===== config.mk =====
export PLATFORM = sky130hd
export DESIGN_NAME = brb_ctrl
export DESIGN_NICKNAME = d
export VERILOG_FILES = /design/src/hdl/brb_pkg.sv /design/src/hdl/brb_ctrl.sv
export SDC_FILE = /design/constraint.sdc
export NUM_CORES = 1
export LEC_CHECK = 0
export BUFFER_PORTS_ARGS = -buffer_cell sky130_fd_sc_hd__buf_2
export CAP_MARGIN = 5
export CORE_AREA = 2 2 39 41
export DETAILED_ROUTE_END_ITERATION = 10
export DIE_AREA = 0 0 41 43
export PLACE_DENSITY = 0.4
export SLEW_MARGIN = 20
export SYNTH_ARGS = -nofsm -noshare
export SYNTH_HDL_FRONTEND = slang
export SYNTH_SLANG_ARGS = --single-unit

===== constraint.sdc =====
create_clock -name i_clk -period 1 [get_ports i_clk]
set_clock_uncertainty 0.05 [all_clocks]
set_input_delay 0 -clock i_clk [delete_from_list [all_inputs] [get_ports i_clk]]
set_output_delay 0 -clock i_clk [all_outputs]
set_load 0.005 [all_outputs]

===== src/hdl/brb_pkg.sv =====
// shared types, codes and sizes for the byte ring buffer with rewind
// used by brb_ctrl, brb_dp and the top level byte_ring_buffer_rewind
`timescale 1ns / 1ps

package brb_pkg;

    // storage and field sizes
    localparam int DEPTH     = 1024;
    localparam int PTR_W     = $clog2(DEPTH);
    localparam int MAX_BURST = 64;
    localparam int OP_W      = 3;
    localparam int BYTE_W    = 8;
    localparam int CNT_W     = 11;
    localparam int ST_W      = 3;
    localparam int DONE_W    = 7;
    localparam int LVL_W     = 11;
    localparam int S_DATA_W  = 24;
    localparam int M_DATA_W  = 32;

    // operation codes
    typedef enum logic [OP_W-1:0] {
        OP_WR_BEGIN = 3'd0,
        OP_WR_BYTE  = 3'd1,
        OP_PEEK     = 3'd2,
        OP_POP      = 3'd3,
        OP_POP_MANY = 3'd4,
        OP_REWIND   = 3'd5
    } t_op;

    // result status codes
    typedef enum logic [ST_W-1:0] {
        ST_OK      = 3'd0,
        ST_EMPTY   = 3'd1,
        ST_NOROOM  = 3'd2,
        ST_DROPPED = 3'd3,
        ST_BADLEN  = 3'd4
    } t_status;

    // commands from controller to datapath
    typedef struct packed {
        logic accept;   // capture the input transfer
        logic exec;     // run the captured operation
        logic step;     // emit the next byte of a pop_many
    } t_cmd;

    // status from datapath to controller
    typedef struct packed {
        logic out_free;     // output register can take a result this cycle
        logic start_burst;  // captured item is a pop_many that will stream bytes
        logic burst_end;    // current burst byte is the last one
    } t_sts;

    // bytes held: full depth when the full flag is set, else pointer distance
    function automatic logic [LVL_W-1:0] f_level(input logic full,
                                                 input logic [PTR_W-1:0] wp,
                                                 input logic [PTR_W-1:0] rp);
        logic [PTR_W-1:0] diff;
        diff = wp - rp;
        return full ? LVL_W'(DEPTH) : LVL_W'(diff);
    endfunction

endpackage


===== src/hdl/brb_ctrl.sv =====
// controller state machine for the byte ring buffer
// depends on brb_pkg for the command and status structs
`timescale 1ns / 1ps

module brb_ctrl import brb_pkg::*; (
    input  logic i_clk,
    input  logic i_rst_n,
    input  logic i_in_valid,
    output logic o_in_ready,
    input  t_sts i_sts,
    output t_cmd o_cmd
);

    typedef enum logic [2:0] {
        S_IDLE  = 3'b001,
        S_EXEC  = 3'b010,
        S_BURST = 3'b100
    } t_state;

    t_state r_state;
    t_state n_state;

    // next state and command decode, no transfer is taken while in reset
    always_comb begin
        n_state    = r_state;
        o_cmd      = '0;
        o_in_ready = 1'b0;
        case (r_state)
            S_IDLE: begin
                o_in_ready = i_rst_n;
                if (i_in_valid && i_rst_n) begin
                    o_cmd.accept = 1'b1;
                    n_state      = S_EXEC;
                end
            end
            S_EXEC: begin
                if (i_sts.out_free) begin
                    o_cmd.exec = 1'b1;
                    n_state    = i_sts.start_burst ? S_BURST : S_IDLE;
                end
            end
            S_BURST: begin
                if (i_sts.out_free) begin
                    o_cmd.step = 1'b1;
                    if (i_sts.burst_end) begin
                        n_state = S_IDLE;
                    end
                end
            end
            default: begin
                n_state = S_IDLE;
            end
        endcase
    end

    // state register
    always_ff @(posedge i_clk) begin
        if (!i_rst_n) begin
            r_state <= S_IDLE;
        end else begin
            r_state <= n_state;
        end
    end

endmodule


==> results.md, run 1 <==
- Final min period: 1.20 ns
- Top reg by flops: r_state
- Max Cap Viol: 0
- HP Class: input port to flip-flop
- Die Ht: 43 um
- Core area: about 1400 um2
- CP Data Arrival Time: about 1.2 ns
- Vias in the first global route: 243
- Avg Inst Size Synth: 8.87 um2
- DP Cell Count: 54
- Rel. slew slack: 0.853
- Post-Synthesis Cells: 23
- WP buf/inv: 3
- CTS buffer count: 3
- Max FFs per register: 3
- # diodes: 0
- Fin. max-slew vios: 0
- Filler instances: about 170
- CTS max path bufs: 2
- Worst-path fanout max: 4
- Vias post-DR: approximately 240
- GP Congestion: roughly 0.65
- Worst VDD drop: between 0.4 and 0.5 mV
- CP dominant cell by count: buf_4
- Antenna viol nets, final: 0
- H-tree depth: 1
- Final Non-Filler Cells: 62
- Crit-path max cell delay: between 0.3 and 0.4 ns
- RSZ-0062 raised after global routing: true
- Via density: between 3 and 4
- CTS tree: done
- Synth Register Bits: 3
- Worst-path clk slew: 0.04 ns
- Sink Count: 3
- Worst slew pin tran: 0.221 ns
- Initial antenna violation count: 0
- Net Count, Synth: 29
- Die X-Extent: roughly 41 um
- DP Worst Slack: -0.0189 ns
- CP max-delay cell: dfxtp_2
- Remaining DRCs: 0
- Initial Util: 0.147
- Failing checks: negative setup slack
- Die area: around 1800 um2
- Final nets: 53
- Top Registers: r_state: 3 flops
- Layout cells sized above 1: 0.652
- I/O pin count: 10
- Yosys warns: 0
- Total Wirelength: between 500 and 600 um
- DP Area: about 310 um2
- Grt ovf: 0
- Area Overhead vs Synth: 96.9%
- CP Capture Type: output port
- Pre-antenna DRT Iters: 1
- PnR worst setup slack: -0.196 ns
- 1st-iter DRT viols: 0
- CTS root buf: clkbuf_4
- Post-synthesis instance area: just over 200 um2
- WP data required: ~0.95 ns
- Final setup fails: 7
- Gr usage total: 0.0763
- IO Port Bufs: 9
- CP delay by family, top: buffers and inverters
- Crit Path Category: flip-flop to output port
- Crit-path cells: buf_4 -> nand2b_1 -> buf_4 -> nor2_1 -> buf_2
- Pleak: 0.000200 uW
- Startpoint Class: flip-flop
- First-pass GRT wire length: ~870 um
- Status: finished with violations
- Drt wl/cell: between 8 and 9 um
- Unique masters post-synth: 14
- Highest clock rate: roughly 840 MHz
- Fin Hold WS: 0.0113 ns
- Design area: roughly 400 um2
- Fin crit share: 1.20
- Power density over the cells: between 1000 and 1500 nW/um2
- Final hold viol count: 0
- Pin count of the biggest net entering global routing: 6
- Sequential share of the synthesized area: 0.294
- Clk Latency, worst-skew pair: 0.23 ns
- Cell Rows: 14
- Detail Placement HPWL: slightly above 400 um
==> layer usage <==
layer	GRT usage	up-vias	wire length (um)
met1	0.0707	104	212
met3	0.0157	0	47
li1	-	126	-
met2	0.122	8	277
met4	0.0800	0	0
met5	0	-	0
==> Yosys cell counts <==
cell type  number  area share
nand2b_1        4        0.12
dfxtp_1         3        0.29
nor2_1          3       0.055
a21oi_1         2       0.049
nand2_1         2       0.037
and2_1          1       0.031
inv_1           1       0.018
inv_2           1       0.018
nor3b_2         1       0.061
nor4b_4         1        0.12
o211a_1         1       0.049
o21ai_0         1       0.025
o22a_1          1       0.043
o311ai_2        1       0.080
==> through the flow <==
stage,total power (uW),TNS (ns),util
floorplan,186,0,-
global placement,230,-0.0286,0.227
detailed placement,230,-0.0335,0.227
CTS,469,-1.02,0.285
global route,489,-1.43,0.290
finish,459,-0.907,0.290
==> path summary, 6_finish.rpt <==
path	cells past startpoint	slack [ns]	startpoint	to
min	2	0.01	i_rst_n	r_state[1]
max	5	-0.20	r_state[1]	o_cmd[0]
min reg2reg	2	0.54	r_state[0]	r_state[0]
max reg2reg	4	-0.13	r_state[1]	r_state[0]
==> power by group <==
group          switching (uW)  internal [uW]
Sequential               5.57            127
Combinational            46.6           71.8
Clock                    58.5            149
==> cells in the final DEF (no fill, tap or decap), drive strengths merged <==
cell,Yosys,routed
buf,0,18
clkbuf,0,4
nand2b,4,4
nor2,3,3
dfxtp,3,3
nand2,2,2
a21oi,2,2
inv,2,2
nor4b,1,1
and2,1,1
o211a,1,1
o22a,1,1
nor3b,1,1
o21ai,1,1
o311ai,1,1
dlygate4sd3,0,1
==> layout make-up <==
type	instances	area, um2	area share
tap	16	20.0	0.0498
inverter	2	7.51	0.0187
multi-input combinational	18	151	0.377
timing repair buffer	19	130	0.324
sequential	3	66.3	0.165
clock buffer	4	26.3	0.0654
==> worst reg2reg max path, cell delays in order (launching register included) <==
cell and delay (ns):
dfxtp_2 0.32, buf_4 0.15, nand2b_1 0.15, a21oi_1 0.20
o311ai_2 0.13
==> what timing repair did <==
item	in CTS	in global routing
pin swaps	1	1
endpoints found under the hold margin	2	0
gates resized for setup	7	1
setup buffers	3	0
setup endpoints to repair	6	7
hold buffers	1	0
==> cell families after synthesis <==
group,share of synthesized area
flip-flops,0.294
buffers and inverters,0.0368
AO/OA/AOI/OAI,0.245
AND/OR/NAND/NOR,0.423
(Power assumes the default switching activity.)
==> run 2: changes to the inputs <==
--- a/config.mk
+++ b/config.mk
@@ -8,10 +8,11 @@
 export BUFFER_PORTS_ARGS = -buffer_cell sky130_fd_sc_hd__buf_2
 export CAP_MARGIN = 5
 export CORE_AREA = 2 2 39 41
+export CTS_BUF_LIST = sky130_fd_sc_hd__clkbuf_4 sky130_fd_sc_hd__clkbuf_8
 export DETAILED_ROUTE_END_ITERATION = 10
 export DIE_AREA = 0 0 41 43
 export PLACE_DENSITY = 0.4
-export SLEW_MARGIN = 20
+export RECOVER_POWER = 50
 export SYNTH_ARGS = -nofsm -noshare
 export SYNTH_HDL_FRONTEND = slang
 export SYNTH_SLANG_ARGS = --single-unit
==> run 2 against run 1 <==
  * Critical endpoint unchanged
  * The flow still finishes with violations (negative setup slack)
  * Design area up 0.93%
  * Routed wire length rose by 0.19%
  * Clock-buffer cell count did not move
  * Clock power grew 13%
==> results.md, run 2 (synthesis results as in run 1) <==
- Top Registers: r_state: 3 flops
- Final min period: between 1 and 1.5 ns
- Final Non-Filler Cells: 62
- Net Sw Power: 111 uW
- Die area: approximately 1800 um2
- CTS root buf: clkbuf_4
- Die X-Extent: 41 um
- Gr usage total: 0.0763
- Detail Placement HPWL: 414 um
- Antenna viol nets, final: 0
- Worst hold start: i_rst_n
- Remaining DRCs: 0
- Worst-path clk slew: ~0.04 ns
- CP delay by family, top: buffers and inverters
- Grt ovf: 0
- Pint: between 300 and 400 uW
- RSZ-0062 raised after global routing: true
- Crit-path max cell delay: about 0.32 ns
- PnR worst setup slack: -0.197 ns
- Fin. max-slew vios: 0
- Area Overhead vs Synth: 98.8%
- Most used cells in the layout excluding fill and tap cells: buf_2 (9), buf_4 (7), clkbuf_4 (4)
- Clk Latency, worst-skew pair: ~0.23 ns
- Pre-antenna DRT Iters: 1
- Worst slew pin tran: about 0.22 ns
- H-tree depth: 1
- Vias post-DR: roughly 240
- RR Startpoint: r_state[1]
- First-pass GRT wire length: between 800 and 900 um
- # diodes: 0
- Worst VDD drop: roughly 0.41 mV
- Final nets: 53
- Max FFs per register: 3
- Via density: around 3.8
- Rel. slew slack: 0.853
- Clock network power share: 0.484
- Total Wirelength: about 540 um
- CP dominant cell by count: buf_4
- Cell Rows: 14
- Post-Route Utilization: 0.293
- Max Cap Viol: 0
- Fin crit share: 1.20
- Sequential power share: 0.272
- Final setup fails: 7
- Initial antenna violation count: 0
- CTS buffer count: 3
- GP Congestion: ~0.65
- 1st-iter DRT viols: 0
- Highest clock rate: ~840 MHz
- CTS tree: done
- I/O pin count: 10
- Pleak: around 0.0002 uW
- Filler instances: 172
- Most common cell after layout, fill and taps aside: buf_2
- HP Class: input port to flip-flop
- CP max-delay cell: dfxtp_2
- Core area: roughly 1400 um2
- Vias in the first global route: between 200 and 250
- Die Ht: between 40 and 50 um
- Combinational Power Share: 0.243
- IO Port Bufs: 9
- Pin count of the biggest net entering global routing: 6
- Power density over the cells: between 1000 and 1500 nW/um2
- Top reg by flops: r_state
- Sink Count: 3
- Sw Ratio: 0.229
- WP buf/inv: 3
- Crit-path cells: buf_4 -> nand2b_1 -> buf_4 -> nor2_1 -> buf_2
- Startpoint Class: flip-flop
- Layout cells sized above 1: 0.674
- Crit Path Category: flip-flop to output port
- DP Cell Count: between 50 and 60
- Status: finished with violations
- Setup crit start: r_state[1]
- Final hold viol count: 0
- Worst-path fanout max: 4
- CP Data Arrival Time: 1.15 ns
- Initial Util: 0.147
- Drt wl/cell: 8.66 um
- WP data required: between 0.9 and 1 ns
- CTS max path bufs: 2
- CP Capture Type: output port
- Failing checks: negative setup slack
[run 2: routing by layer]
| layer | vias to the layer above | global-route usage | share of wire |
|---|---|---|---|
| li1 | 126 | - | - |
| met1 | 104 | 0.0707 | 0.39 |
| met2 | 8 | 0.122 | 0.52 |
| met3 | 0 | 0.0157 | 0.088 |
| met4 | 0 | 0.0800 | 0 |
| met5 | - | 0 | 0 |
[run 2: cell type report]
| class | instances | area [um2] | share of cell area |
|---|---|---|---|
| Sequential cell | 3 | 66.3 | 0.164 |
| Multi-Input combinational cell | 18 | 151 | 0.373 |
| Timing Repair Buffer | 19 | 130 | 0.321 |
| Clock buffer | 4 | 30.0 | 0.0741 |
| Inverter | 2 | 7.51 | 0.0185 |
| Tap cell | 16 | 20.0 | 0.0494 |
[run 2: through the flow]
step                hold slack (ns)  setup TNS (ns)  area (um2)  setup WS [ns]  power (uW)
floorplan                    0.0234               0         204         0.0383         186
global placement              0.186         -0.0286         314        -0.0171         230
detailed placement            0.185         -0.0335         314        -0.0189         230
CTS                          0.0115           -1.03         398         -0.216         498
global route                 0.0185           -1.43         405         -0.283         515
finish                       0.0101          -0.912         405         -0.197         486
[run 2: path summary, 6_finish.rpt]
check / endpoint / slack, ns / cells after the start
worst max-delay path: o_cmd[0] / -0.20 / 5
worst min-delay path: r_state[1] / 0.01 / 2
worst max register to register: r_state[0] / -0.13 / 4
worst min register to register: r_state[0] / 0.54 / 2
[run 2: power groups by stage]
stage	Clock, uW	Sequential (uW)	Combinational [uW]
floorplan	0	138	47.8
global placement	0	138	91.5
finish	236	133	118
detailed placement	0	138	91.6
global route	252	133	130
CTS	251	132	115
[run 2: timing repair]
item,4_1_cts,5_1_grt
cloned,0,0
setup endpoints to repair,6,7
setup buffers,3,0
endpoints found under the hold margin,2,0
pin swaps,1,1
hold buffers,1,0
resized for setup,7,1
==> run 3: changes to the inputs <==
--- a/config.mk
+++ b/config.mk
@@ -5,6 +5,7 @@
 export SDC_FILE = /design/constraint.sdc
 export NUM_CORES = 1
 export LEC_CHECK = 0
+export ABC_CLOCK_PERIOD_IN_PS = 1000
 export BUFFER_PORTS_ARGS = -buffer_cell sky130_fd_sc_hd__buf_2
 export CAP_MARGIN = 5
 export CORE_AREA = 2 2 39 41
@@ -13,6 +14,7 @@
 export DIE_AREA = 0 0 41 43
 export PLACE_DENSITY = 0.4
 export RECOVER_POWER = 50
+export SETUP_SLACK_MARGIN = 0.05
 export SYNTH_ARGS = -nofsm -noshare
 export SYNTH_HDL_FRONTEND = slang
 export SYNTH_SLANG_ARGS = --single-unit
==> run 3 against run 2 <==
  * The flow still finishes with violations (negative setup slack)
  * Clock-buffer cell count unchanged
  * Utilization increased by 4.6 points
  * Design area increased by 16%
  * Total power increased by 6.5%
  * Global-route usage increased by 3.4 points
  * Critical path depth unchanged
  * Critical endpoint is now o_cmd[1]
  * Largest power group unchanged
  * Highest routed layer is now met4
==> results.md, run 3 (synthesis results as in run 1) <==
- Worst-path clk slew: roughly 0.040 ns
- Clock network power share: 0.471
- Final setup fails: 7
- Clk Latency, worst-skew pair: 0.24 ns
- DP Area: approximately 310 um2
- Worst slew pin tran: 0.187 ns
- Pre-antenna DRT Iters: 4
- Fin. max-slew vios: 0
- DP Worst Slack: -0.0140 ns
- Die X-Extent: roughly 40 um
- CTS root buf: clkbuf_4
- Die Ht: around 43 um
- GP Congestion: 0.602
- Sequential Area: around 69 um2
- Area Overhead vs Synth: 130%
- I/O pin count: 10
- Antenna viol nets, final: 0
- Layout cells sized above 1: 0.816
- Filler instances: around 150
- Top Registers: r_state: 3 flops
- Combinational Power Share: 0.267
- Sequential power share: 0.261
- CP Capture Type: output port
- Multi-input logic area: 179 um2
- Sink Count: 3
- Status: finished with violations
- Startpoint Class: flip-flop
- WP buf/inv: 3
- Total power: roughly 520 uW
- CTS buffer count: 3
- Final nets: 56
- Worst-path fanout max: 4
- CP Data Arrival Time: roughly 1.2 ns
- Vias in the first global route: approximately 280
- Via density: roughly 4.2
- Power density over the cells: 1100 nW/um2
- Pin count of the biggest net entering global routing: 6
- Most used cells in the layout excluding fill and tap cells: buf_2 (9), buf_4 (7), buf_6 (5)
- Top reg by flops: r_state
- Die area: roughly 1800 um2
- Highest clock rate: between 800 and 900 MHz
- RSZ-0062 raised after global routing: true
- WP data required: between 0.9 and 1 ns
- Crit Path Category: flip-flop to output port
- Gr usage total: 0.110
- Max FFs per register: 3
- Fin Hold WS: a little over 0.008 ns
- Vias post-DR: around 270
- Remaining DRCs: 0
- CTS tree: done
- Crit-path cells: buf_4 -> buf_6 -> nand2b_4 -> nor2_1 -> buf_2
- First-pass GRT wire length: 1.15 mm
- HP Class: input port to flip-flop
- Cell Rows: 14
- 1st-iter DRT viols: 3
- Most common cell after layout, fill and taps aside: buf_2
- H-tree depth: 1
- Rel. slew slack: 0.875
- Final min period: 1.23 ns
- PnR worst setup slack: -0.227 ns
- # diodes: 0
- Max Cap Viol: 0
- Crit-path max cell delay: ~0.34 ns
- Detail Placement HPWL: slightly above 400 um
- IO Port Bufs: 9
- Sw Ratio: 0.258
- Pleak: 0.000227 uW
- Design area: around 470 um2
- Pint: about 380 uW
- Initial Util: 0.147
- Final hold viol count: 0
- Worst VDD drop: ~0.46 mV
- Net Sw Power: 134 uW
- TNS Setup: -1.16 ns
- Drt wl/cell: 12.8 um
- Initial antenna violation count: 0
- CTS max path bufs: 2
- CP delay by family, top: buffers and inverters
- Core area: 1380 um2
- Fin crit share: 1.23
- Grt ovf: 0
- Failing checks: negative setup slack
- Total Wirelength: approximately 830 um
- CP max-delay cell: dfxtp_4
[run 3: changes by cell type in the layout (fill, tap and decap cells not counted), moves of 2 or more]
cell	previous run	this run
nor2_1	3	1
a21oi_2	0	2
buf_6	2	5
a21oi_1	2	0
[run 3: path summary, 6_finish.rpt]
check	startpoint	endpoint	slack, ns	depth (start not counted)
hold reg to reg	r_state[0]	r_state[0]	0.49	2
setup / recovery	r_state[2]	o_cmd[1]	-0.23	5
setup reg to reg	r_state[2]	r_state[0]	-0.15	5
hold / removal	i_rst_n	r_state[1]	0.008	2
[run 3: layout make-up]
class | count | area share
clock buffer | 4 | 0.0640
inverter | 2 | 0.0160
multi-input combinational | 18 | 0.381
sequential | 3 | 0.147
tap | 16 | 0.0427
timing repair buffer | 22 | 0.349
[run 3: layer usage]
layer	vias to the layer above	GRT usage	wire length, um
li1	132	-	-
met2	12	0.166	452
met3	4	0.0471	68
met1	123	0.0962	279
met5	-	0	0
met4	0	0.120	33
[run 3: metrics by stage]
step,util,instances
6_report,0.339,65
5_1_grt,0.339,65
4_1_cts,0.298,61
3_5_place_dp,0.223,53
3_3_place_gp,0.223,53
2_1_floorplan,-,23
[run 3: timing repair]
item | in CTS | in global routing
hold buffers | 1 | 0
resized for setup | 9 | 9
setup buffers | 3 | 6
endpoints found under the setup margin | 7 | 7
hold endpoints to repair | 2 | 0
pin swaps | 3 | 3
[run 3: power by group through the flow]
stage                     sequential [uW]  combinational [uW]  clock (uW)
after CTS                             135                 121         249
after global placement                139                95.4           0
after detailed placement              139                93.1           0
after floorplan                       139                48.4           0
final                                 136                 138         244
after global routing                  136                 151         264
